===== src/sv/bfnf_pkg.sv =====
`timescale 1ns / 1ps
// ---------------------------------------------------------------------------
// bfnf_pkg
// Shared types and constants for the four-neighbor binary fill block.
// ---------------------------------------------------------------------------
package bfnf_pkg;

   localparam int SIZE_W         = 8;    // image_size register width
   localparam int RESET_SIZE     = 128;  // image_size after reset
   localparam int FILL_THRESHOLD = 3;    // neighbors needed to fill a zero pixel
   localparam int CNT_W          = 3;    // neighbor count width, 0..4

   localparam logic CMD_PIXEL = 1'b0;
   localparam logic CMD_DRAIN = 1'b1;

   // one line-buffer cell: row r-1 bit and row r-2 bit
   typedef struct packed {
      logic middle;
      logic older;
   } cell_bits_type;

   // one result word
   typedef struct packed {
      logic pixel;
      logic row_end;
      logic frame_end;
   } rsp_word_type;

endpackage


===== src/sv/bfnf_cell.sv =====
`timescale 1ns / 1ps
// ---------------------------------------------------------------------------
// bfnf_cell
// One column slot of the two line buffers. On every step it takes its
// right neighbor's bits, or the newly entering bits when it is the tail.
// ---------------------------------------------------------------------------
module bfnf_cell (
   input  logic                   clock,
   input  logic                   shift,
   input  logic                   tail,
   input  bfnf_pkg::cell_bits_type from_right,
   input  bfnf_pkg::cell_bits_type from_head,
   output bfnf_pkg::cell_bits_type bits
);
   import bfnf_pkg::*;

   cell_bits_type bits_ff;
   cell_bits_type bits_in;

   always_comb begin
      bits_in = bits_ff;
      if (shift) begin
         bits_in = tail ? from_head : from_right;
      end
   end

   always_ff @(posedge clock) begin
      bits_ff <= bits_in;
   end

   assign bits = bits_ff;

endmodule


===== src/sv/bfnf_out_buf.sv =====
`timescale 1ns / 1ps
// ---------------------------------------------------------------------------
// bfnf_out_buf
// Output register with a skid stage; upstream ready is registered.
// ---------------------------------------------------------------------------
module bfnf_out_buf (
   input  logic                  clock,
   input  logic                  reset,
   input  logic                  in_valid,
   input  bfnf_pkg::rsp_word_type in_word,
   output logic                  in_ready,
   output logic                  out_valid,
   output bfnf_pkg::rsp_word_type out_word,
   input  logic                  out_ready
);
   import bfnf_pkg::*;

   logic         out_valid_ff, out_valid_in;
   logic         skid_valid_ff, skid_valid_in;
   rsp_word_type out_word_ff, out_word_in;
   rsp_word_type skid_word_ff, skid_word_in;

   always_comb begin
      out_valid_in  = out_valid_ff;
      out_word_in   = out_word_ff;
      skid_valid_in = skid_valid_ff;
      skid_word_in  = skid_word_ff;
      if (out_valid_ff && out_ready) begin
         if (skid_valid_ff) begin
            out_word_in   = skid_word_ff;
            skid_valid_in = 1'b0;
         end else begin
            out_valid_in = in_valid;
            out_word_in  = in_word;
         end
      end else if (out_valid_ff) begin
         if (in_valid) begin
            skid_valid_in = 1'b1;
            skid_word_in  = in_word;
         end
      end else begin
         out_valid_in = in_valid;
         out_word_in  = in_word;
      end
   end

   always_ff @(posedge clock) begin
      if (reset) begin
         out_valid_ff  <= 1'b0;
         skid_valid_ff <= 1'b0;
      end else begin
         out_valid_ff  <= out_valid_in;
         skid_valid_ff <= skid_valid_in;
      end
   end

   always_ff @(posedge clock) begin
      out_word_ff  <= out_word_in;
      skid_word_ff <= skid_word_in;
   end

   assign in_ready  = !skid_valid_ff;
   assign out_valid = out_valid_ff;
   assign out_word  = out_word_ff;

endmodule


===== src/sv/binary_four_neighbor_fill.sv =====
`timescale 1ns / 1ps
// ---------------------------------------------------------------------------
// binary_four_neighbor_fill
// Streaming four-neighbor hole fill of a square binary image.
// ---------------------------------------------------------------------------
// Usage:
//  req_*  : one word per pixel in raster order (tuser = cmd, tdata[0] = pixel).
//           After the last row send N drain words (cmd = 1) to flush it.
//  rsp_*  : one word per pixel of the previous row; tlast ends a row,
//           tuser[0] ends the frame. Row 0 produces no words.
//  csr_*  : writes image_size (N); any write restarts the frame at row 0.
//           Write only while the block is idle.
// Results are registered: a result reaches rsp_tvalid through the output
// register or its skid word. Throughput is one word per cycle while
// req_tready is high: the line buffers are a chain of cells that shift one
// column per pixel or flush word; there is no memory port to contend for.
// Stall: the output register plus a skid word let req_tready stay high for
// one more result word while rsp_tready is low; req_tready then drops until
// the skid word drains.
// Reset: counters clear, image_size returns to 128 (clamped to MAX_SIZE),
// buffer contents are left as they are and are rewritten by row 0.
// ---------------------------------------------------------------------------
module binary_four_neighbor_fill #(
   parameter int MAX_SIZE = 128
) (
   input  logic       clock,
   input  logic       reset,
   input  logic       req_tvalid,
   output logic       req_tready,
   input  logic [7:0] req_tdata,   // [0] pixel_in, [7:1] zero
   input  logic [0:0] req_tuser,   // [0] cmd
   output logic       rsp_tvalid,
   input  logic       rsp_tready,
   output logic [7:0] rsp_tdata,   // [0] pixel_out, [7:1] zero
   output logic       rsp_tlast,   // row_end
   output logic [0:0] rsp_tuser,   // [0] frame_end
   input  logic       csr_valid,
   output logic       csr_ready,
   input  logic [7:0] csr_data     // image_size
);
   import bfnf_pkg::*;

   localparam int CW      = $clog2(MAX_SIZE + 1);
   localparam int SW      = (CW > SIZE_W) ? CW : SIZE_W;
   localparam int RESET_N = (RESET_SIZE > MAX_SIZE) ? MAX_SIZE : RESET_SIZE;

   logic [CW-1:0] side_ff, side_in;
   logic [CW-1:0] row_ff, row_in;
   logic [CW-1:0] col_ff, col_in;
   logic          left_ff, left_in;
   logic [SW-1:0] size_ext;

   logic          accept, step, draining, last_col, emit;
   logic          cmd, pix;
   logic [CNT_W-1:0] count;
   rsp_word_type  new_word;

   cell_bits_type chain [0:MAX_SIZE];
   cell_bits_type head_bits;

   // clamp the written size to 1..MAX_SIZE
   assign size_ext = SW'(csr_data);
   always_comb begin
      if (csr_data == '0) begin
         side_in = CW'(1);
      end else if (size_ext > SW'(MAX_SIZE)) begin
         side_in = CW'(MAX_SIZE);
      end else begin
         side_in = CW'(size_ext);
      end
   end

   assign csr_ready = 1'b1;
   assign accept    = req_tvalid && req_tready;
   assign cmd       = req_tuser[0];
   assign pix       = req_tdata[0];
   assign draining  = (row_ff >= side_ff);
   // early drain words are dropped without touching state
   assign step      = accept && (draining || cmd == CMD_PIXEL);
   assign last_col  = ((col_ff + CW'(1)) == side_ff);
   assign emit      = step && (row_ff != '0);

   // chain[0] is column c, chain[1] column c+1 of row r-1 / r-2
   assign head_bits.middle = draining ? chain[0].middle : pix;
   assign head_bits.older  = chain[0].middle;
   assign chain[MAX_SIZE]  = head_bits;

   for (genvar i = 0; i < MAX_SIZE; i++) begin : g_cell
      bfnf_cell u_cell (
         .clock      (clock),
         .shift      (step),
         .tail       (side_ff == CW'(i + 1)),
         .from_right (chain[i+1]),
         .from_head  (head_bits),
         .bits       (chain[i])
      );
   end

   always_comb begin
      count = '0;
      if (row_ff > CW'(1)) count = count + CNT_W'(chain[0].older);
      if (!draining)       count = count + CNT_W'(pix);
      if (col_ff != '0)    count = count + CNT_W'(left_ff);
      if (!last_col)       count = count + CNT_W'(chain[1].middle);
   end

   assign new_word.pixel     = chain[0].middle || (count >= CNT_W'(FILL_THRESHOLD));
   assign new_word.row_end   = last_col;
   assign new_word.frame_end = draining && last_col;

   always_comb begin
      row_in  = row_ff;
      col_in  = col_ff;
      left_in = left_ff;
      if (csr_valid) begin
         row_in = '0;
         col_in = '0;
      end else if (step) begin
         left_in = chain[0].middle;
         if (last_col) begin
            col_in = '0;
            row_in = draining ? '0 : row_ff + CW'(1);
         end else begin
            col_in = col_ff + CW'(1);
         end
      end
   end

   always_ff @(posedge clock) begin
      if (reset) begin
         side_ff <= CW'(RESET_N);
         row_ff  <= '0;
         col_ff  <= '0;
      end else begin
         if (csr_valid) begin
            side_ff <= side_in;
         end
         row_ff <= row_in;
         col_ff <= col_in;
      end
   end

   always_ff @(posedge clock) begin
      left_ff <= left_in;
   end

   rsp_word_type out_word;

   bfnf_out_buf u_out_buf (
      .clock     (clock),
      .reset     (reset),
      .in_valid  (emit),
      .in_word   (new_word),
      .in_ready  (req_tready),
      .out_valid (rsp_tvalid),
      .out_word  (out_word),
      .out_ready (rsp_tready)
   );

   assign rsp_tdata    = {7'b0, out_word.pixel};
   assign rsp_tlast    = out_word.row_end;
   assign rsp_tuser[0] = out_word.frame_end;

`ifndef ASSERT_OFF
   a_col_in_range: assert property (@(posedge clock) disable iff (reset)
      col_ff < side_ff)
      else $error("column counter beyond image side");

   a_row_in_range: assert property (@(posedge clock) disable iff (reset)
      row_ff <= side_ff)
      else $error("row counter beyond drain row");

   a_stall_has_result: assert property (@(posedge clock) disable iff (reset)
      !req_tready |-> rsp_tvalid)
      else $error("input stalled with no result pending");

   a_frame_end_is_row_end: assert property (@(posedge clock) disable iff (reset)
      (rsp_tvalid && rsp_tuser[0]) |-> rsp_tlast)
      else $error("frame end word does not end a row");
`endif

endmodule

===== config.mk =====
export PLATFORM = sky130hd
export DESIGN_NAME = binary_four_neighbor_fill
export DESIGN_NICKNAME = d
export VERILOG_FILES = /design/src/sv/bfnf_pkg.sv /design/src/sv/bfnf_cell.sv /design/src/sv/bfnf_out_buf.sv /design/src/sv/binary_four_neighbor_fill.sv
export SDC_FILE = /design/constraint.sdc
export NUM_CORES = 1
export LEC_CHECK = 0
export ABC_CLOCK_PERIOD_IN_PS = 13000
export BUFFER_PORTS_ARGS = -buffer_cell sky130_fd_sc_hd__buf_2
export CORE_ASPECT_RATIO = 0.75
export CORE_MARGIN = 2
export CORE_UTILIZATION = 60
export DETAILED_ROUTE_END_ITERATION = 16
export GPL_ROUTABILITY_DRIVEN = 0
export GPL_TIMING_DRIVEN = 0
export PLACE_DENSITY = 0.77
export SETUP_SLACK_MARGIN = 0.05
export SLEW_MARGIN = 20
export SYNTH_ARGS = -nofsm -noshare
export SYNTH_HDL_FRONTEND = slang
export SYNTH_SLANG_ARGS = --single-unit

===== constraint.sdc =====
create_clock -name clock -period 13 [get_ports clock]
set_input_delay 0.65 -clock clock [delete_from_list [all_inputs] [get_ports clock]]
set_output_delay 0.65 -clock clock [all_outputs]
set_load 0.1 [all_outputs]

---- Word-level counts from Yosys, hierarchy flattened ----
Index checks and enable logic that the tools add are counted.
word-level totals
  bits of input ports ..................... 22
  word-level logic and storage cells ...... 569
  bits in registers ....................... 289
operators by class
  reduce and logical (&&, ||, !) cells .... 17
  bitwise operators ....................... 3
  eq/ne operators ......................... 130
  $add $sub $neg .......................... 5
  mux-type cells .......................... 142
  order comparisons ....................... 4
operators with widths
  kind                                                           number
  == test 8 x 7 -> 1 bit, second input constant                  64
  == test 8 x 6 -> 1 bit, second input constant                  32
  two-way mux 2 bit                                              127
  == test 8 x 5 -> 1 bit, second input constant                  16
  == test 8 x 4 -> 1 bit, second input constant                  8
  == test 8 x 3 -> 1 bit, second input constant                  4
  two-way mux 8 bit                                              4
  two-way mux 3 bit                                              6
  adder 8 x 1 -> 8 bit, second input constant                    2
  == test 8 x 2 -> 1 bit, second input constant                  2
  nonzero test 8 bit                                             2
  adder 3 x 1 -> 3 bit                                           3
  == test 8 x 1 -> 1 bit, second input constant                  1
  == test 8 bit                                                  1
  >= comparator 8 bit                                            1
  greater-than comparator 8 x 1 -> 1 bit, second input constant  1
  greater-than comparator 8 bit, second input constant           1
  logical NOT 8 bit                                              1
  AND reduction 2 bit                                            3
  logical AND 1 bit                                              5
  two-way mux 1 bit                                              5
  != test 2 bit, second input constant                           2
  OR reduction 2 bit                                             2
  >= comparator 3 x 2 -> 1 bit, second input constant            1
  4 further kinds                                                7

---- Logic depth before layout (Yosys ltp) ----
  depth in word-level cells ............... 12
  gate-level depth with buffers ........... 16
  depth with buffers taken out ............ 15

---- Hierarchy ----
A second synthesis with hierarchy kept.
unflattened totals
  cell total of the unflattened synthesis .. 965
  area, all modules ....................... 13600.5 µm²
by module, submodules not included
  module                     cells an instance  times used  area each (µm²)  sequential area each (µm²)
  bfnf_cell                  4                  128         82.6             60.1
  binary_four_neighbor_fill  432                1           2725.1           510.5
  bfnf_out_buf               21                 1           305.3            220.2

---- Worst setup path before layout ----
OpenSTA, ideal clock, no wires.
  path kind ............................... reg2reg
  from .................................... register side_ff[6]
  to ...................................... register u_out_buf.skid_word_ff[0] (netlist name) (enable)
  library setup time ...................... 0.350 ns
  period minus slack after synthesis ...... 10.034 ns
  cell stages (with the launch flop) ...... 12
  setup slack ............................. 2.966 ns
  required time ........................... 12.650 ns
  arrival time ............................ 9.684 ns
  cells stage by stage .................... dfxtp_1 -> clkbuf_1 -> inv_1 -> ha_1 -> nand2_1 -> nor3_1 -> a21oi_1 -> a21o_1 -> inv_1 -> clkbuf_1 -> nand2_1 -> nor2_1
between the ends
  longest elaborated chain between the ends .. 5
RTL lines
  item                              line                              source
  start, declared                   binary_four_neighbor_fill.sv:47   logic [CW-1:0] side_ff, side_in;
  start signal, assigned            binary_four_neighbor_fill.sv:131  side_ff <= CW'(RESET_N);
  start signal, assigned            binary_four_neighbor_fill.sv:136  side_ff <= side_in;
  >= comparator 8 bit               binary_four_neighbor_fill.sv:77   assign draining = (row_ff >= side_ff);
  logical OR 1 bit                  binary_four_neighbor_fill.sv:79   assign step = accept && (draining || cmd == CMD_PIXEL);
  logical AND 1 bit                 binary_four_neighbor_fill.sv:79
  named net g_cell[0].u_cell.shift  bfnf_cell.sv:9                    input logic shift,
  logical AND 1 bit                 binary_four_neighbor_fill.sv:81   assign emit = step && (row_ff != '0);
  AND reduction 3 bit (no line)     n/a
  end signal, assigned              bfnf_out_buf.sv:59                skid_word_ff <= skid_word_in;
  end, declared                     bfnf_out_buf.sv:21                rsp_word_type skid_word_ff, skid_word_in;
The timed path passes the listed nets, and every way through them passes these cells.
A chain may end at the register's enable or synchronous reset.

---- Worst setup path after layout ----
  from .................................... register side_ff[6]
  to ...................................... register g_cell[22].u_cell.bits_ff, in the netlist g_cell[22].u_cell.bits[1], data pin
between the ends
  longest elaborated chain between the ends .. 3
  elaborated cells between the ends (all ways) .. 4
  classes of those cells .................. order compare: 1; eq/ne: 1; mux: 2
RTL lines
  item                   line                             source
  >= comparator 8 bit    binary_four_neighbor_fill.sv:77
  two-way mux 1 bit      binary_four_neighbor_fill.sv:84  assign head_bits.middle = draining ? chain[0].middle : pix;
  two-way mux 2 bit (*)  bfnf_cell.sv:23                  bits_in = tail ? from_head : from_right;
  end signal, assigned   bfnf_cell.sv:28                  bits_ff <= bits_in;
  end, declared          bfnf_cell.sv:17                  cell_bits_type bits_ff;
Mark *: on every way between the ends. The rest lies on a longest branch, timed or not.

==> results.md <==
* Total Power at 1.96 mW
* Mapped Cells at 1127
* Cell area after layout at roughly 0.015 mm²
* DR top layer: met4
* Cell row count at 47
* WP buf/inv at 5
* Worst-Skew Late Latency at roughly 0.57 ns
* Slew HR at 0.256
* Number of post-CTS setup repair buffers at 0
* Crit share post-route at 0.336
* Hold buffer count at cts at 0
* Area growth, synth to finish at 11.3%
* Wl on met1 at around 14000 µm
* Leak at 5.16 nW
* H-tree depth at 1
* Critical Path Stages at 11
* Pwr Density at 132 mW/mm²
* DR iter-0 viols at 1224
* Top Ports at 35
* Most frequent cells in the layout: edfxtp_1, nand2_1, mux2_2, nor2_1, o21ai_0
* Crit Path Category: reg -> reg
* Final hold vios at 0
* Drt total wl at 31500 µm
* Worst-margin pin slew at about 1.1 ns
* Most common cell after layout, fill and taps aside: edfxtp_1
* CP Data Required Time at 13.29 ns
* Minimum clock period at 4.37 ns
* Setup Skew at 0.0347 ns
* Post-synth EDFFs at 263
* Post_cts resized at 0
* DR DRC count at 0
* Global-route usage over all layers at 0.272
* Placed Area at 0.0141 mm²
* Clk pin slew, worst setup/hold paths at 0.06 ns
* Ratio of cells with drive above 1 in the final layout at 0.188
* Slew Limit Fails at 0
* RSZ-0062 raised after global routing: no
* CTS root buf: clkbuf_16
* CP Max Fanout at 10
* Initial core utilization at 0.608
* Distinct cells, synth at 57
* WP data arrival at 4.66 ns
* Die Span Y at approximately 130 µm
* Highest clock rate at 229 MHz
* Chip width at 176 µm
* Clock Tree Buf Depth at 3
* NumNets Final at around 1200
* Critical Path End: g_cell[22].u_cell.bits[1]$_DFFE_PP_
* Most Frequent Cell on Critical Path: clkbuf_1
* Vias in the first global route at roughly 8500
* Congestion Overflow GR at 0
* #FFs+latches synth at 289
* Crit path launch: side_ff[6]$_SDFFE_PP0P_
* Crit path launch type: flop
* Yosys Warn Count at 0
* Main synth FF type: edfxtp_1
* Status: complete, no violations
* VDD IR max at between 0.1 and 0.15 mV
* Setup violators final at 0
* R2r startpoint: side_ff[6]$_SDFFE_PP0P_
* Via count at 9225
* FFs w/ async S/R, synth at 0
* Die area at 0.0235 mm²
* Num CTS Buffers at 28
* Vias per inst at just over 6
* Critical path's slowest cell: clkbuf_1
* Wire per inst at 21.0 µm
* TritonCTS clock tree: done
* WL met3 at 2660 µm
* Port bufs at 17
* Global-route wire length before repair at 48400 µm
* Nature of the critical path endpoint: flop
* Mapped cell area at 0.0134 mm²
* Register area share after synthesis at 0.629
* Core ar. at ~0.022 mm²
* Routed met2 length at 14000 µm
* First-pass iteration count of the detailed router at 5
* Slowest stage delay, CP at 0.59 ns
* Reg2reg setup slack at 8.63 ns
* Initial antenna violation count at 0
* Avg Inst Size Synth at between 10 and 15 µm²
* HP Start: csr_data[1]
* Maxcap violations at 0
* Ant. Diodes at 0
* ANT nets after route at 0
* HPWL Detailed at 21000 µm
* Worst r2r dst: g_cell[22].u_cell.bits[1]$_DFFE_PP_
* Largest net degree at the start of global routing at 55
* Hold WC Path Type: in -> reg
* Clock sinks at 289
* Cell depth of the worst flop-to-flop path at 11
* Largest delay share family, worst path: buffers and inverters
* Worst-path cell chain: clkbuf_1, inv_1, ha_1, nand2_1, o21ai_0, a21oi_1, mux2i_1, buf_2, clkbuf_1, clkbuf_1, a21oi_1
==> worst register-to-register path: stages, from the launching register on <==
cell and delay [ns]:
dfxtp_1 0.30, clkbuf_1 0.47, inv_1 0.29, ha_1 0.36
nand2_1 0.08, o21ai_0 0.14, a21oi_1 0.53, mux2i_1 0.32
buf_2 0.29, clkbuf_1 0.51, clkbuf_1 0.59, a21oi_1 0.21
==> layer usage <==
metal  up-vias  global-route usage
li1       4207                   -
met1      4522               0.421
met2       422               0.410
met3        74              0.0394
met4         0              0.0634
met5         -                   0
==> power by group <==
| part | total (mW) | internal (mW) | switching (mW) |
|---|---|---|---|
| Combinational | 0.137 | 0.0400 | 0.0968 |
| Clock | 0.752 | 0.412 | 0.340 |
| Sequential | 1.08 | 1.06 | 0.0123 |
==> Yosys cell counts (9+ instances only) <==
cell type	number	area [µm²]
a21oi_1	54	270
buf_4	10	75.1
clkbuf_1	47	176
dfxtp_1	26	521
edfxtp_1	263	7900
ha_1	18	225
inv_1	17	63.8
mux2_2	130	1460
nand2_1	212	796
nand3_1	14	70.1
nand4_1	9	56.3
nor2_1	114	428
nor3_1	16	80.1
o21ai_0	97	485
==> layout make-up <==
cell class                      count  area (µm²)
Clock inverter                     11        72.6
Buffer                             66         303
Timing Repair Buffer               28         249
Tap cell                          294         368
Inverter                           18        67.6
Fill cell                        1587        7100
Multi-Input combinational cell    760        4650
Clock buffer                       37         764
Sequential cell                   289        8420
==> cell families after synthesis <==
group / count (synthesis) / share of synthesized area
AND/OR/NAND/NOR: 402 / 0.128
flip-flops: 289 / 0.629
AO/OA/AOI/OAI: 189 / 0.0793
multiplexers: 133 / 0.112
buffers and inverters: 84 / 0.0274
adder cells (fa/ha/maj): 18 / 0.0168
XOR/XNOR: 10 / 0.00655
other: 2 / 0.000561
==> worst min path at each step <==
stage                                           to  slack [ns]  cells after the start
4_1_cts                    side_ff[1]$_SDFFE_PP0P_        0.30                      2
6_report                   side_ff[1]$_SDFFE_PP0P_        0.31                      2
3_3_place_gp   g_cell[84].u_cell.bits[1]$_DFFE_PP_        0.50                      2
5_1_grt                    side_ff[2]$_SDFFE_PP0P_        0.32                      2
3_5_place_dp   g_cell[41].u_cell.bits[1]$_DFFE_PP_        0.51                      2
2_1_floorplan               col_ff[1]$_SDFFE_PP0P_        0.48                      2
==> flip-flops by register name (all words and copies together) (netlist names) <==
signal / cells
u_out_buf.skid_valid_ff: 1
row_ff: 8
col_ff: 8
u_out_buf.out_valid: 1
g_cell.u_cell.bits: 256
side_ff: 8
left_ff: 1
u_out_buf.out_word: 3
u_out_buf.skid_word_ff: 3
==> through the flow <==
stage	utilization	cells	setup slack [ns]	setup TNS (ns)	hold WS (ns)
finish	0.677	1503	8.63	0	0.310
floorplan	-	1133	2.97	0	0.483
global route	0.677	1503	8.42	0	0.318
detailed placement	0.639	1455	8.75	0	0.506
global placement	0.630	1444	-0.840	-22.67	0.501
CTS	0.677	1503	8.72	0	0.302
(Power assumes the default switching activity.)
